==> src/rtl/core/column_run_skip_decompressor_top_macros.svh <==
// assertion macros shared by the decompressor rtl
`ifndef COLUMN_RUN_SKIP_DECOMPRESSOR_TOP_MACROS_SVH
`define COLUMN_RUN_SKIP_DECOMPRESSOR_TOP_MACROS_SVH

// same-cycle implication, checked outside reset
`define CRSD_ASSERT_IMP(lbl, clk, rst_n, ante, cons) \
    lbl: assert property (@(posedge clk) disable iff (!(rst_n)) (ante) |-> (cons)) \
        else $error("crsd assertion failed");

// next-cycle implication, checked outside reset
`define CRSD_ASSERT_NXT(lbl, clk, rst_n, ante, cons) \
    lbl: assert property (@(posedge clk) disable iff (!(rst_n)) (ante) |=> (cons)) \
        else $error("crsd assertion failed");

`endif

==> src/rtl/core/crsd_pkg.sv <==
// shared types and constants of the column run/skip decompressor
package crsd_pkg;

    // operation codes of an input item
    localparam logic OP_RUN  = 1'b0;
    localparam logic OP_DATA = 1'b1;

    // configuration register indexes
    localparam logic CFG_LINE_WORDS   = 1'b0;
    localparam logic CFG_SCREEN_LINES = 1'b1;

    // configuration reset values
    localparam logic [7:0] LINE_WORDS_RESET   = 8'd80;
    localparam logic [7:0] SCREEN_LINES_RESET = 8'd200;

    typedef struct packed {
        logic        operation;
        logic [7:0]  copy_count;
        logic [7:0]  skip_count;
        logic [15:0] pixel_word;
    } t_in_item;

    typedef struct packed {
        logic        write_enable;
        logic [15:0] word_address;
        logic [15:0] word_data;
        logic        format_error;
    } t_out_item;

    typedef struct packed {
        logic [7:0] line_words;
        logic [7:0] screen_lines;
    } t_cfg;

    // result of adding a skip with at most one column wrap
    typedef struct packed {
        logic       ok;
        logic [7:0] line;
        logic [7:0] col;
    } t_skip_res;

endpackage

==> src/rtl/core/crsd_cfg_regs.sv <==
// configuration registers: line width and column height
module crsd_cfg_regs
    import crsd_pkg::*;
(
    input  logic       i_clk,
    input  logic       i_rst_n,
    input  logic       i_cfg_valid,
    output logic       o_cfg_ready,
    input  logic       i_cfg_index,
    input  logic [7:0] i_cfg_data,
    output t_cfg       o_cfg
);

    t_cfg r_cfg;

    // writes are always taken
    assign o_cfg_ready = 1'b1;

    // register write on each transfer
    always_ff @(posedge i_clk) begin
        if (!i_rst_n) begin
            r_cfg.line_words   <= LINE_WORDS_RESET;
            r_cfg.screen_lines <= SCREEN_LINES_RESET;
        end else if (i_cfg_valid) begin
            case (i_cfg_index)
                CFG_LINE_WORDS:   r_cfg.line_words   <= i_cfg_data;
                CFG_SCREEN_LINES: r_cfg.screen_lines <= i_cfg_data;
                default:          r_cfg              <= r_cfg;
            endcase
        end
    end

    assign o_cfg = r_cfg;

endmodule

==> src/rtl/core/crsd_in_stage.sv <==
// input register stage with stall back to the source
module crsd_in_stage
    import crsd_pkg::*;
(
    input  logic     i_clk,
    input  logic     i_rst_n,
    input  logic     i_valid,
    output logic     o_stall,
    input  t_in_item i_item,
    input  logic     i_take_ok,
    output logic     o_valid,
    output t_in_item o_item
);

    logic     r_valid;
    t_in_item r_item;

    // hold only while a registered item cannot move on
    assign o_stall = r_valid && !i_take_ok;

    always_ff @(posedge i_clk) begin
        if (!i_rst_n) begin
            r_valid <= 1'b0;
        end else if (!o_stall) begin
            r_valid <= i_valid;
        end
    end

    // payload capture on transfer
    always_ff @(posedge i_clk) begin
        if (i_valid && !o_stall) begin
            r_item <= i_item;
        end
    end

    assign o_valid = r_valid;
    assign o_item  = r_item;

endmodule

==> src/rtl/core/crsd_core.sv <==
// position tracking, format checks and the registered result
`include "column_run_skip_decompressor_top_macros.svh"

module crsd_core
    import crsd_pkg::*;
#(
    parameter int ADDRESS_BITS = 16
) (
    input  logic      i_clk,
    input  logic      i_rst_n,
    input  t_cfg      i_cfg,
    input  logic      i_valid,
    input  t_in_item  i_item,
    output logic      o_take_ok,
    output logic      o_out_valid,
    input  logic      i_out_stall,
    output t_out_item o_out_item
);

    localparam logic [15:0] AddrMask =
        (ADDRESS_BITS >= 16) ? 16'hFFFF : 16'((32'd1 << ADDRESS_BITS) - 32'd1);

    logic [7:0] r_line, n_line;
    logic [7:0] r_col, n_col;
    logic [7:0] r_copies, n_copies;
    logic [7:0] r_skip, n_skip;
    logic       r_out_valid;
    t_out_item  r_out_item, n_out_item;

    logic       out_free;
    logic       advance;
    logic       err;
    logic [8:0] down_line;
    logic       down_wrap;
    logic [7:0] adv_line;
    logic [7:0] adv_col;
    logic [15:0] line_base;
    logic [15:0] addr;
    t_skip_res  run_skip;
    t_skip_res  end_skip;

    // column step saturates at the last column
    function automatic logic [7:0] next_col(input logic [7:0] col);
        next_col = (col == 8'hFF) ? 8'hFF : col + 8'd1;
    endfunction

    // add a skip to the line, allowing one wrap into the next column
    function automatic t_skip_res apply_skip(input logic [7:0] line,
                                             input logic [7:0] col,
                                             input logic [7:0] skip,
                                             input logic [7:0] lines);
        logic [8:0] sum;
        logic [8:0] rem;
        t_skip_res  res;
        sum     = {1'b0, line} + {1'b0, skip};
        rem     = sum;
        res.ok  = 1'b1;
        res.col = col;
        if (sum >= {1'b0, lines}) begin
            rem     = sum - {1'b0, lines};
            res.col = next_col(col);
            res.ok  = (rem < {1'b0, lines});
        end
        res.line = rem[7:0];
        return res;
    endfunction

    // handshake between input stage and result register
    assign out_free  = !r_out_valid || !i_out_stall;
    assign advance   = i_valid && out_free;
    assign o_take_ok = out_free;

    // position after one write
    assign down_line = {1'b0, r_line} + 9'd1;
    assign down_wrap = (down_line >= {1'b0, i_cfg.screen_lines});
    assign adv_line  = down_wrap ? 8'd0 : down_line[7:0];
    assign adv_col   = down_wrap ? next_col(r_col) : r_col;

    // skip paths: run with no copies, and end of a run
    assign run_skip = apply_skip(r_line, r_col, i_item.skip_count, i_cfg.screen_lines);
    assign end_skip = apply_skip(adv_line, adv_col, r_skip, i_cfg.screen_lines);

    // screen word address
    assign line_base = {8'd0, r_line} * {8'd0, i_cfg.line_words};
    assign addr      = (line_base + {8'd0, r_col}) & AddrMask;

    // next state and result
    always_comb begin
        n_line     = r_line;
        n_col      = r_col;
        n_copies   = r_copies;
        n_skip     = r_skip;
        n_out_item = '0;
        err        = 1'b0;
        case (i_item.operation)
            OP_RUN: begin
                if (r_copies != 8'd0) begin
                    err = 1'b1;
                end else if (i_item.copy_count == 8'd0) begin
                    if (run_skip.ok) begin
                        n_line = run_skip.line;
                        n_col  = run_skip.col;
                    end else begin
                        err = 1'b1;
                    end
                end else begin
                    n_copies = i_item.copy_count;
                    n_skip   = i_item.skip_count;
                end
            end
            OP_DATA: begin
                if (r_copies == 8'd0 || r_col >= i_cfg.line_words) begin
                    err = 1'b1;
                end else if (r_copies == 8'd1) begin
                    if (end_skip.ok) begin
                        n_line   = end_skip.line;
                        n_col    = end_skip.col;
                        n_copies = 8'd0;
                        n_skip   = 8'd0;
                    end else begin
                        err = 1'b1;
                    end
                end else begin
                    n_line   = adv_line;
                    n_col    = adv_col;
                    n_copies = r_copies - 8'd1;
                end
                if (!err) begin
                    n_out_item.write_enable = 1'b1;
                    n_out_item.word_address = addr;
                    n_out_item.word_data    = i_item.pixel_word;
                end
            end
            default: begin
                err = 1'b1;
            end
        endcase
        n_out_item.format_error = err;
    end

    // position and run state
    always_ff @(posedge i_clk) begin
        if (!i_rst_n) begin
            r_line   <= 8'd0;
            r_col    <= 8'd0;
            r_copies <= 8'd0;
            r_skip   <= 8'd0;
        end else if (advance) begin
            r_line   <= n_line;
            r_col    <= n_col;
            r_copies <= n_copies;
            r_skip   <= n_skip;
        end
    end

    // result register valid
    always_ff @(posedge i_clk) begin
        if (!i_rst_n) begin
            r_out_valid <= 1'b0;
        end else if (out_free) begin
            r_out_valid <= i_valid;
        end
    end

    // result register payload
    always_ff @(posedge i_clk) begin
        if (advance) begin
            r_out_item <= n_out_item;
        end
    end

    assign o_out_valid = r_out_valid;
    assign o_out_item  = r_out_item;

    // checks
    `CRSD_ASSERT_IMP(a_no_write_on_error, i_clk, i_rst_n,
        r_out_valid, !(r_out_item.write_enable && r_out_item.format_error))
    `CRSD_ASSERT_IMP(a_skip_idle_without_run, i_clk, i_rst_n,
        r_copies == 8'd0, r_skip == 8'd0)
    `CRSD_ASSERT_NXT(a_write_uses_one_copy, i_clk, i_rst_n,
        advance && i_item.operation == OP_DATA && !err,
        r_copies == $past(r_copies) - 8'd1)
    `CRSD_ASSERT_NXT(a_error_keeps_position, i_clk, i_rst_n,
        advance && err, $stable(r_line) && $stable(r_col) && $stable(r_copies))

endmodule

==> src/rtl/core/column_run_skip_decompressor_top.sv <==
// top level of the column run/skip decompressor
// path: an item passes the input register, then the result register, where its
// result becomes valid; one result per item
// throughput: one item per cycle while the result register is not held by i_out_stall
// reset: clears position and run counters, sets line_words 80, screen_lines 200
module column_run_skip_decompressor_top
    import crsd_pkg::*;
#(
    parameter int ADDRESS_BITS = 16
) (
    input  logic       i_clk,
    input  logic       i_rst_n,
    input  logic       i_in_valid,
    output logic       o_in_stall,
    input  t_in_item   i_in_item,
    output logic       o_out_valid,
    input  logic       i_out_stall,
    output t_out_item  o_out_item,
    input  logic       i_cfg_valid,
    output logic       o_cfg_ready,
    input  logic       i_cfg_index,
    input  logic [7:0] i_cfg_data
);

    t_cfg     cfg;
    logic     stage_valid;
    t_in_item stage_item;
    logic     take_ok;

    // configuration registers
    crsd_cfg_regs u_cfg (
        .i_clk       (i_clk),
        .i_rst_n     (i_rst_n),
        .i_cfg_valid (i_cfg_valid),
        .o_cfg_ready (o_cfg_ready),
        .i_cfg_index (i_cfg_index),
        .i_cfg_data  (i_cfg_data),
        .o_cfg       (cfg)
    );

    // input register
    crsd_in_stage u_in (
        .i_clk     (i_clk),
        .i_rst_n   (i_rst_n),
        .i_valid   (i_in_valid),
        .o_stall   (o_in_stall),
        .i_item    (i_in_item),
        .i_take_ok (take_ok),
        .o_valid   (stage_valid),
        .o_item    (stage_item)
    );

    // decode, position update and result register
    crsd_core #(
        .ADDRESS_BITS (ADDRESS_BITS)
    ) u_core (
        .i_clk       (i_clk),
        .i_rst_n     (i_rst_n),
        .i_cfg       (cfg),
        .i_valid     (stage_valid),
        .i_item      (stage_item),
        .o_take_ok   (take_ok),
        .o_out_valid (o_out_valid),
        .i_out_stall (i_out_stall),
        .o_out_item  (o_out_item)
    );

endmodule

==> config.mk <==
export PLATFORM = sky130hd
export DESIGN_NAME = column_run_skip_decompressor_top
export DESIGN_NICKNAME = d
export VERILOG_FILES = /design/src/rtl/core/crsd_pkg.sv /design/src/rtl/core/crsd_cfg_regs.sv /design/src/rtl/core/crsd_in_stage.sv /design/src/rtl/core/crsd_core.sv /design/src/rtl/core/column_run_skip_decompressor_top.sv
export VERILOG_INCLUDE_DIRS = /design/src /design/src/rtl/core
export SDC_FILE = /design/constraint.sdc
export NUM_CORES = 1
export LEC_CHECK = 0
export ABC_CLOCK_PERIOD_IN_PS = 8700
export BUFFER_PORTS_ARGS = -buffer_cell sky130_fd_sc_hd__buf_2
export CAP_MARGIN = 20
export CORE_MARGIN = 4
export CORE_UTILIZATION = 62
export DETAILED_ROUTE_END_ITERATION = 10
export PLACE_DENSITY = 0.82
export SYNTH_ARGS = -nofsm -noshare
export SYNTH_HDL_FRONTEND = slang
export SYNTH_HIERARCHICAL = 1
export SYNTH_SLANG_ARGS = --single-unit
==> constraint.sdc <==
create_clock -name i_clk -period 8.7 [get_ports i_clk]
set_clock_uncertainty 0.2 [all_clocks]
set_input_delay 0.87 -clock i_clk [delete_from_list [all_inputs] [get_ports i_clk]]
set_output_delay 0.87 -clock i_clk [all_outputs]
set_load 0.05 [all_outputs]
### After elaboration in Yosys (flattened, before gate mapping)

Cells that the tools add are included.

* memory bits (read-only): 0
* bits in writable memories: 0
* memories kept: 0
* output and inout bits: 37
* bits in registers: 117
* word-level logic and storage cells: 109
* input port bits: 47
* latch bits: 0

* add/sub/neg operators: 9
* bitwise logic cells: 2
* shifts and indexed selects: 0
* multipliers: 1
* div/mod/pow operators: 0
* equal/unequal tests: 12
* order comparisons: 6
* reductions and logical operators: 19
* muxes and demuxes: 44

Operators by type and width (number)
* two-way mux 8 bit: 29
* case mux 8 bit (2 select lines): 4
* two-way mux 33 bit: 1
* >= comparator 9 x 8 -> 1 bit: 3
* adder 8 x 8 -> 9 bit: 2
* less-than comparator 9 x 8 -> 1 bit: 2
* subtractor 9 x 8 -> 9 bit: 2
* adder 16 x 8 -> 16 bit: 1
* adder 8 x 1 -> 8 bit (second input constant): 2
* equality test 8 bit (second input constant): 2
* zero test 8 bit: 2
* multiplier 8 x 8 -> 16 bit: 1
* AND reduction 6 bit: 2
* != test 2 x 1 -> 1 bit (second input constant): 5
* adder 8 x 1 -> 9 bit (second input constant): 1
* two-way mux 1 bit: 9
* equality test 8 x 1 -> 1 bit (second input constant): 1
* >= comparator 8 bit: 1
* nonzero test 8 bit: 1
* subtractor 8 x 1 -> 8 bit (second input constant): 1
* AND reduction 7 bit: 1
* != test 2 bit (second input constant): 3
* AND reduction 5 bit: 1
* zero test 1 bit: 4
* other kinds (7): 12

### Depth between registers and ports, before layout

Gate-level depths: netlist of run 1.

* depth in word-level cells: 12
* depth in mapped cells: 33
* mapped depth without buffers: 30

### Cells and area by module

The synthesis of run 1 kept the hierarchy.

Modules (own cells, without submodules)
* crsd_core: instances 1, seq. area each 1681.6 sq um, cells each 956, area each 8164.1 sq um
* crsd_in_stage: instances 1, seq. area each 1011.0 sq um, cells each 37, area each 1038.5 sq um
* crsd_cfg_regs: instances 1, seq. area each 320.3 sq um, cells each 70, area each 649.4 sq um

### Worst setup path before layout of run 1

Ideal clock, no wire load.

* kind: flip-flop to flip-flop
* start point: register u_core.r_line[6]
* end point: register u_core.r_line[2]
* period minus slack after synthesis: 6.832 ns
* buffers on the path: 4
* required time: 8.372 ns
* path slack: 1.868 ns
* library setup time: 0.128 ns
* stages on the path, launching flop included: 32
* arrival: 6.504 ns
* cell sequence: dfxtp_1 clkbuf_1 nand3_1 xor2_1 inv_1 ha_1 and3_1 nand3_1 o21a_1 nand2_1 clkbuf_1 clkbuf_1 nor2_1 ha_1 fa_1 a211oi_2 o21bai_1 a21oi_1 xnor2_1 ha_1 or4_1 o221ai_1 inv_1 nor2_1 ha_1 o21a_1 a221oi_4 o211ai_4 a211oi_2 buf_4 mux2i_1 nor2_1

* cells in the longest elaborated chain, start to end: 10
* elaborated cells between the ends (all ways): 25
* classes of those cells: 5 x add/sub; 5 x order compare; 2 x eq/ne; 12 x mux; 1 x reduce/logical

RTL lines
* start: declaration: line crsd_core.sv:23 `logic [7:0] r_line, n_line;`
* start signal: assignment: line crsd_core.sv:149 `r_line <= n_line;`
* branches (longest 10 deep; another with adder 8 x 1 -> 9 bit)

Several ways; the timed one is not identified. The select of a mux whose other input is x is not followed.
A chain may end at the register's enable or synchronous reset.

### Worst setup path after layout of run 1

* start point: register u_core.r_line[2]
* end point: register u_core.r_line[7]

Same word-level chain as after synthesis.

==> run metrics, run 1 <==
combinational power share 0.291; Hold Crit Start u_cfg/o_cfg[4]$_SDFFE_PN0P_; vias in the first global route 7857; Worst setup SP type flip-flop; status completed; post-route DRC violation count 0; CP Max Fanout 15; post-route ant nets 0; share of layout cells above drive strength 1 0.120; Slowest Stage Delay on Critical Path approximately 0.87 ns; Ports 84; clk buf depth 2; synth top area cells edfxtp_1 20%, ha_1 13%, dfxtp_1 10%; Routability Congestion 0.937; drt initial violations 770; Initial Util 0.641; top cell type's share of synthesized area 0.204; clock-pin slew on the worst setup and hold paths roughly 0.06 ns; synthesized netlist cell count roughly 1100; Pre-Repair DR Iteration Count 6; layer with the highest usage met2; M1 GR Usage 0.332; Sink Count between 100 and 150; Placeable Area roughly 0.015 mm2; Worst Hold Class flip-flop to flip-flop; Synth warnings 6; drt via density approximately 6.1; global-route wire length before repair approximately 38000 um; buffers added on ports 82; # rows 45; worst vdd ir 0.178 mV; Die Y approximately 130 um; H-tree Lvls 4; critical path endpoint category flip-flop; largest net degree at the start of global routing 41; Clock power frac 0.354; die footprint roughly 0.018 mm2; Post-synth top flop edfxtp_1; Power Dens Cells 173 mW/mm2; total CTS buffers 17; EDFF count, synth 67; Yosys reg bits about 120; initial antenna violation count 0; Total Negative Setup Slacks 0 ns; maxcap violations 0; sequential share of power 0.355; share of the yosys chip area belonging to registers 0.306; Post-CTS Setup Inserts 0; Die X between 100 and 150 um; Critical path origin u_core/r_line[2]$_SDFFE_PN0P_; average wire per cell in the routed design ~17 um; Yosys top cell by area edfxtp_1; GRT overflow 0; Core Util, Final 0.711; Netlist cell types 78; syn_area_per_cell 9.27 um2; fin crit share 0.884; CP arrival roughly 7.8 ns; area of the mapped netlist between 0.009 and 0.01 mm2; Req. time, crit path ~9 ns; GR Util met3 0.0514; Vias between 8000 and 9000; leak pwr approximately 5 nW; Setup Crit Path Kind flip-flop to flip-flop; root buf cell clkbuf_16; CP max stage cell a211oi_2; dpl hpwl between 15000 and 20000 um; final count of negative-setup-slack endpoints 0; fin. max-slew vios 0; GRT Util Overall 0.261; ant diodes 0; switch share 0.346; CTS Hold Bufs 0; Peak Freq approximately 0.13 GHz; fin crit period just under 8 ns; FFs w/ async S/R, synth 0; met2 Usage GRT 0.441; Mapped Nets roughly 1300; final hold violation count 0; post-CTS sizing 0; clock latency on the worst-skew pair about 0.42 ns; P&R area growth vs syn 10.9%; Non-Filler Instances about 1300; relative slew slack 0.378; cell-internal power between 0.001 and 0.0015 W; FF-to-FF setup slack just over 1 ns; RR Startpoint u_core/r_line[2]$_SDFFE_PN0P_; WL final around 23000 um; CTS tree yes; RSZ-0062 raised after global routing no; NetSw 0.000654 W; Placed Cells roughly 1300; nets 1325; Slew @ Worst Pin approximately 0.93 ns; final hold slack 0.254 ns
[worst max-delay path, delay by kind of cell (launching register included)]
family | cells | cell delay [ns]
adders and majority gates | 4 | 1.14
xor gates and xnor gates | 1 | 0.26
and+or+nand+nor | 8 | 1.24
DFF | 1 | 0.62
buffers and inverters | 2 | 0.16
AOI/OAI and AO/OA | 13 | 3.94
[routing by layer]
metal,wire (um),up-vias
li1,-,3885
met1,9760,3848
met2,11400,389
met3,1620,71
met4,735,0
met5,0,-
[state kept, by name, summed over array words and instances, names as in the netlist]
signal,cells
u_core/o_out_item,34
u_in/o_item,33
u_cfg/o_cfg,16
u_core/r_col,8
u_core/r_copies,8
u_core/r_line,8
u_core/r_skip,8
u_core/o_out_valid,1
u_in/o_valid,1
[placed cells by master, fill, tap and decap left out, types with 31 or more instances in the layout]
| cell type | instances |
|---|---|
| and2_1 | 51 |
| o21ai_0 | 32 |
| fa_1 | 48 |
| inv_1 | 103 |
| nor2_1 | 82 |
| dfxtp_1 | 50 |
| a21oi_1 | 51 |
| buf_2 | 82 |
| edfxtp_1 | 67 |
| nand2_1 | 92 |
| ha_1 | 105 |
| mux2i_1 | 31 |
[kinds of logic after synthesis]
| family | synth area share |
|---|---|
| XOR/XNOR | 0.0329 |
| adder cells (fa/ha/maj) | 0.231 |
| buffers and inverters | 0.0601 |
| AO/OA/AOI/OAI | 0.159 |
| multiplexers | 0.0349 |
| AND/OR/NAND/NOR | 0.176 |
| flip-flops | 0.306 |
| other | 0.000381 |
[worst paths after layout]
kind,endpoint,cells after the start
setup / recovery,u_core/r_line[7]$_SDFFE_PN0P_,28
setup reg to reg,u_core/r_line[7]$_SDFFE_PN0P_,28
hold reg to reg,u_cfg/o_cfg[4]$_SDFFE_PN0P_,2
hold / removal,u_cfg/o_cfg[4]$_SDFFE_PN0P_,2
[cell usage after synthesis, types with 6 or more instances]
library cell / instances
nor2b_1: 14
dfxtp_1: 50
nor4_1: 7
a21o_1: 10
xnor2_1: 22
o21a_1: 11
and3_1: 11
nor3_1: 23
nand3_1: 28
a22o_1: 8
nand2b_1: 11
nor2_1: 82
a21oi_1: 51
fa_1: 48
a211oi_1: 15
o31ai_1: 7
and2_1: 51
edfxtp_1: 67
o21ai_1: 13
o211ai_1: 7
ha_1: 105
o211a_1: 6
o21ai_0: 32
inv_1: 103
nand4_1: 8
xor2_1: 15
clkbuf_1: 33
o21bai_1: 6
a31oi_1: 6
o221ai_1: 11
mux2i_1: 31
nand2_1: 92
[cell type report]
cell class                 instances  area [um2]
clock buffer                      21         482
clock inverter                    11        87.6
fill                            1164        4440
inverter                         105         394
multi-input combinational        798        6250
sequential                       117        3010
tap                              211         264
timing repair buffer              86         440
[power groups by stage]
stage          Combinational, W  Clock, W  Sequential [W]
2_1_floorplan          0.000386         0        0.000699
3_5_place_dp           0.000533         0        0.000680
3_3_place_gp           0.000523         0        0.000678
6_report               0.000550  0.000668        0.000671
5_1_grt                0.000605  0.000705        0.000675
4_1_cts                0.000542  0.000676        0.000670
[stage by stage]
step	total power [W]	cell area, um2	setup WS (ns)
6_report	0.00189	10900	1.01
5_1_grt	0.00199	10900	0.396
4_1_cts	0.00189	10900	1.14
3_5_place_dp	0.00121	10400	1.17
3_3_place_gp	0.00120	10400	1.43
2_1_floorplan	0.00109	9850	1.87
(Power assumes the default switching activity.)
==> inputs of run 2 (changes only) <==
--- a/config.mk
+++ b/config.mk
@@ -9,6 +9,7 @@
 export ABC_CLOCK_PERIOD_IN_PS = 8700
 export BUFFER_PORTS_ARGS = -buffer_cell sky130_fd_sc_hd__buf_2
 export CAP_MARGIN = 20
+export CORE_ASPECT_RATIO = 0.7
 export CORE_MARGIN = 4
 export CORE_UTILIZATION = 62
 export DETAILED_ROUTE_END_ITERATION = 10
==> run 2 against run 1 <==
Compared with the run above:
- maximum frequency up 0.18%
- clock power up 16%
- first-iteration DRC count up 15%
- design area up 0.48%
- sequential power about the same
- critical endpoint unchanged
- worst hold slack better by 0.0048 ns
==> run metrics, run 2 (same netlist as run 1, synthesis figures left out) <==
Placeable Area 0.0155 mm2 (+1.1%); Reg-to-Reg End u_core/r_line[7]$_SDFFE_PN0P_; Die X 159 um (+18%); drt initial violations 888 (+15%); CTS Hold Bufs 0 (unchanged); WL final 24400 um (+3.9%); Placed Cells 1305 (-0.91%); R2R depth 29 (+3.6%); post-CTS sizing 0 (unchanged); routed wl met3 2780 um (+71%); average wire per cell in the routed design 18.2 um (+4.8%); Req. time, crit path 8.81 ns (about the same); P&R area growth vs syn 11.5%; vias in the first global route 7838 (-0.24%); Fill cells 1168 (+0.34%); total CTS buffers 17 (unchanged); fin crit period 7.68 ns (-0.0141 ns); clock latency on the worst-skew pair 0.42 ns (about the same); relative slew slack 0.289 (-0.0895); fin. max-slew vios 0 (unchanged); final hold violation count 0 (unchanged); CP arrival 7.79 ns (about the same); Worst setup SP type flip-flop; Total Negative Setup Slacks 0 ns (unchanged); Setup Crit Path Kind flip-flop to flip-flop; Worst Hold Class flip-flop to flip-flop; Slew @ Worst Pin 1.06 ns (+0.132 ns); largest net degree at the start of global routing 41 (unchanged); FF-to-FF setup slack 1.02 ns (about the same); Power Dens Cells 182 mW/mm2 (+5.4%); share of layout cells above drive strength 1 0.121 (+0.000985); initial antenna violation count 0 (unchanged); H-tree Lvls 4 (unchanged); leak pwr 5.05 nW (+0.63%); final count of negative-setup-slack endpoints 0 (unchanged); Core Util, Final 0.706 (-0.00469); Critical path origin u_core/r_line[0]$_SDFFE_PN0P_; root buf cell clkbuf_16; Die Y 113 um (-15%); dpl hpwl 18000 um (+3.5%); worst vdd ir 0.163 mV (-8.5%); uppermost layer routed met4; RSZ-0062 raised after global routing no; maxcap violations 0 (unchanged); status completed; post-route DRC violation count 0 (unchanged); Sink Count 117 (unchanged); Post-CTS Setup Inserts 0 (unchanged); die footprint 0.0180 mm2 (+0.18%); Critical Path End u_core/r_line[7]$_SDFFE_PN0P_; Initial Util 0.634 (-0.00727); clk buf depth 2 (unchanged); Vias 8165 (-0.34%); Pre-Repair DR Iteration Count 6 (unchanged); Slowest Stage Delay on Critical Path 0.85 ns (-0.02 ns); commonest non-fill, non-tap cell in the layout ha_1; Ports 84 (unchanged); # rows 38 (-16%); post-route ant nets 0 (unchanged); clock-pin slew on the worst setup and hold paths 0.06 ns (about the same); cell mode on critical path ha_1; Routability Congestion 1.02 (+8.8%); Non-Filler Instances 1337 (-0.89%); drt via density 6.11 (+0.55%); ant diodes 0 (unchanged); max reg flops 34 (unchanged); most frequent cells in the layout 105 x ha_1, 103 x inv_1, 92 x nand2_1; CP Max Fanout 16 (+1); CTS tree yes; GRT Util Overall 0.276 (+0.0150); CP max stage cell a211oi_2; critical path endpoint category flip-flop; fin crit share 0.882 (-0.00162); buffers added on ports 82 (unchanged); met1 wire length 11000 um (+13%); nets 1324 (-0.075%); Peak Freq 0.130 GHz (+0.18%); routed wl met2 10200 um (-10%); RR Startpoint u_core/r_line[0]$_SDFFE_PN0P_; global-route wire length before repair 39700 um (+5.5%); GRT overflow 0 (unchanged)
run 2: changes by cell type in the layout (fill, tap and decap cells not counted):
cell        delta
clkbuf_16      -1
clkinvlp_4     -1
and2_1         -1
bufinv_16      +4
clkbuf_8       -2
and2_2         +1
inv_8          +2
buf_4          -1
inv_4          -1
clkbuf_1       -1
run 2: worst min path at each step:
stage | slack (ns) | endpoint | cells after the start | startpoint
after floorplan | 0.23 | u_cfg/o_cfg[4]$_SDFFE_PN0P_ | 2 | u_cfg/o_cfg[4]$_SDFFE_PN0P_
after global placement | 0.24 | u_cfg/o_cfg[4]$_SDFFE_PN0P_ | 2 | u_cfg/o_cfg[4]$_SDFFE_PN0P_
after detailed placement | 0.26 | u_cfg/o_cfg[4]$_SDFFE_PN0P_ | 2 | u_cfg/o_cfg[4]$_SDFFE_PN0P_
after CTS | 0.27 | u_cfg/o_cfg[2]$_SDFFE_PN0P_ | 2 | u_cfg/o_cfg[2]$_SDFFE_PN0P_
after global routing | 0.28 | u_cfg/o_cfg[4]$_SDFFE_PN0P_ | 2 | u_cfg/o_cfg[4]$_SDFFE_PN0P_
final | 0.26 | u_cfg/o_cfg[4]$_SDFFE_PN0P_ | 2 | u_cfg/o_cfg[4]$_SDFFE_PN0P_
run 2: power breakdown:
group	leakage, nW	switching (W)	internal (W)
clock	0.313	0.000286	0.000488
sequential	1.06	0.0000439	0.000629
combinational	3.68	0.000349	0.000205
total	5.05	0.000679	0.00132
run 2: final cells by class:
cell class                 instances  area, um2  share of cell area
clock buffer                      17        425              0.0387
clock inverter                    15        216              0.0197
inverter                         105        394              0.0359
multi-input combinational        798       6250               0.569
sequential                       117       3010               0.274
tap                              200        250              0.0228
timing repair buffer              85        433              0.0394
run 2: worst max-delay path, delay by kind of cell, from the launching register on:
kind	cells	cell delay, ns
buffers and inverters	2	0.16
adder cells (fa/ha/maj)	5	1.47
AO/OA/AOI/OAI	11	3.15
XOR/XNOR	2	0.35
AND/OR/NAND/NOR	9	1.56
flip-flops	1	0.68
run 2: metrics by stage:
step | area [um2] | setup slack [ns] | hold WS, ns | total power, W
final | 11000 | 1.02 | 0.259 | 0.00200
after global routing | 11000 | 0.342 | 0.281 | 0.00210
after CTS | 11000 | 1.17 | 0.267 | 0.00200
after detailed placement | 10300 | 1.19 | 0.258 | 0.00122
after global placement | 10300 | 1.44 | 0.239 | 0.00121
after floorplan | 9850 | 1.87 | 0.228 | 0.00109
run 2: metal layers:
layer,vias to the layer above,GRT usage
met5,-,0
met1,3798,0.421
met4,0,0.0653
met3,39,0.0671
li1,3882,-
met2,446,0.398
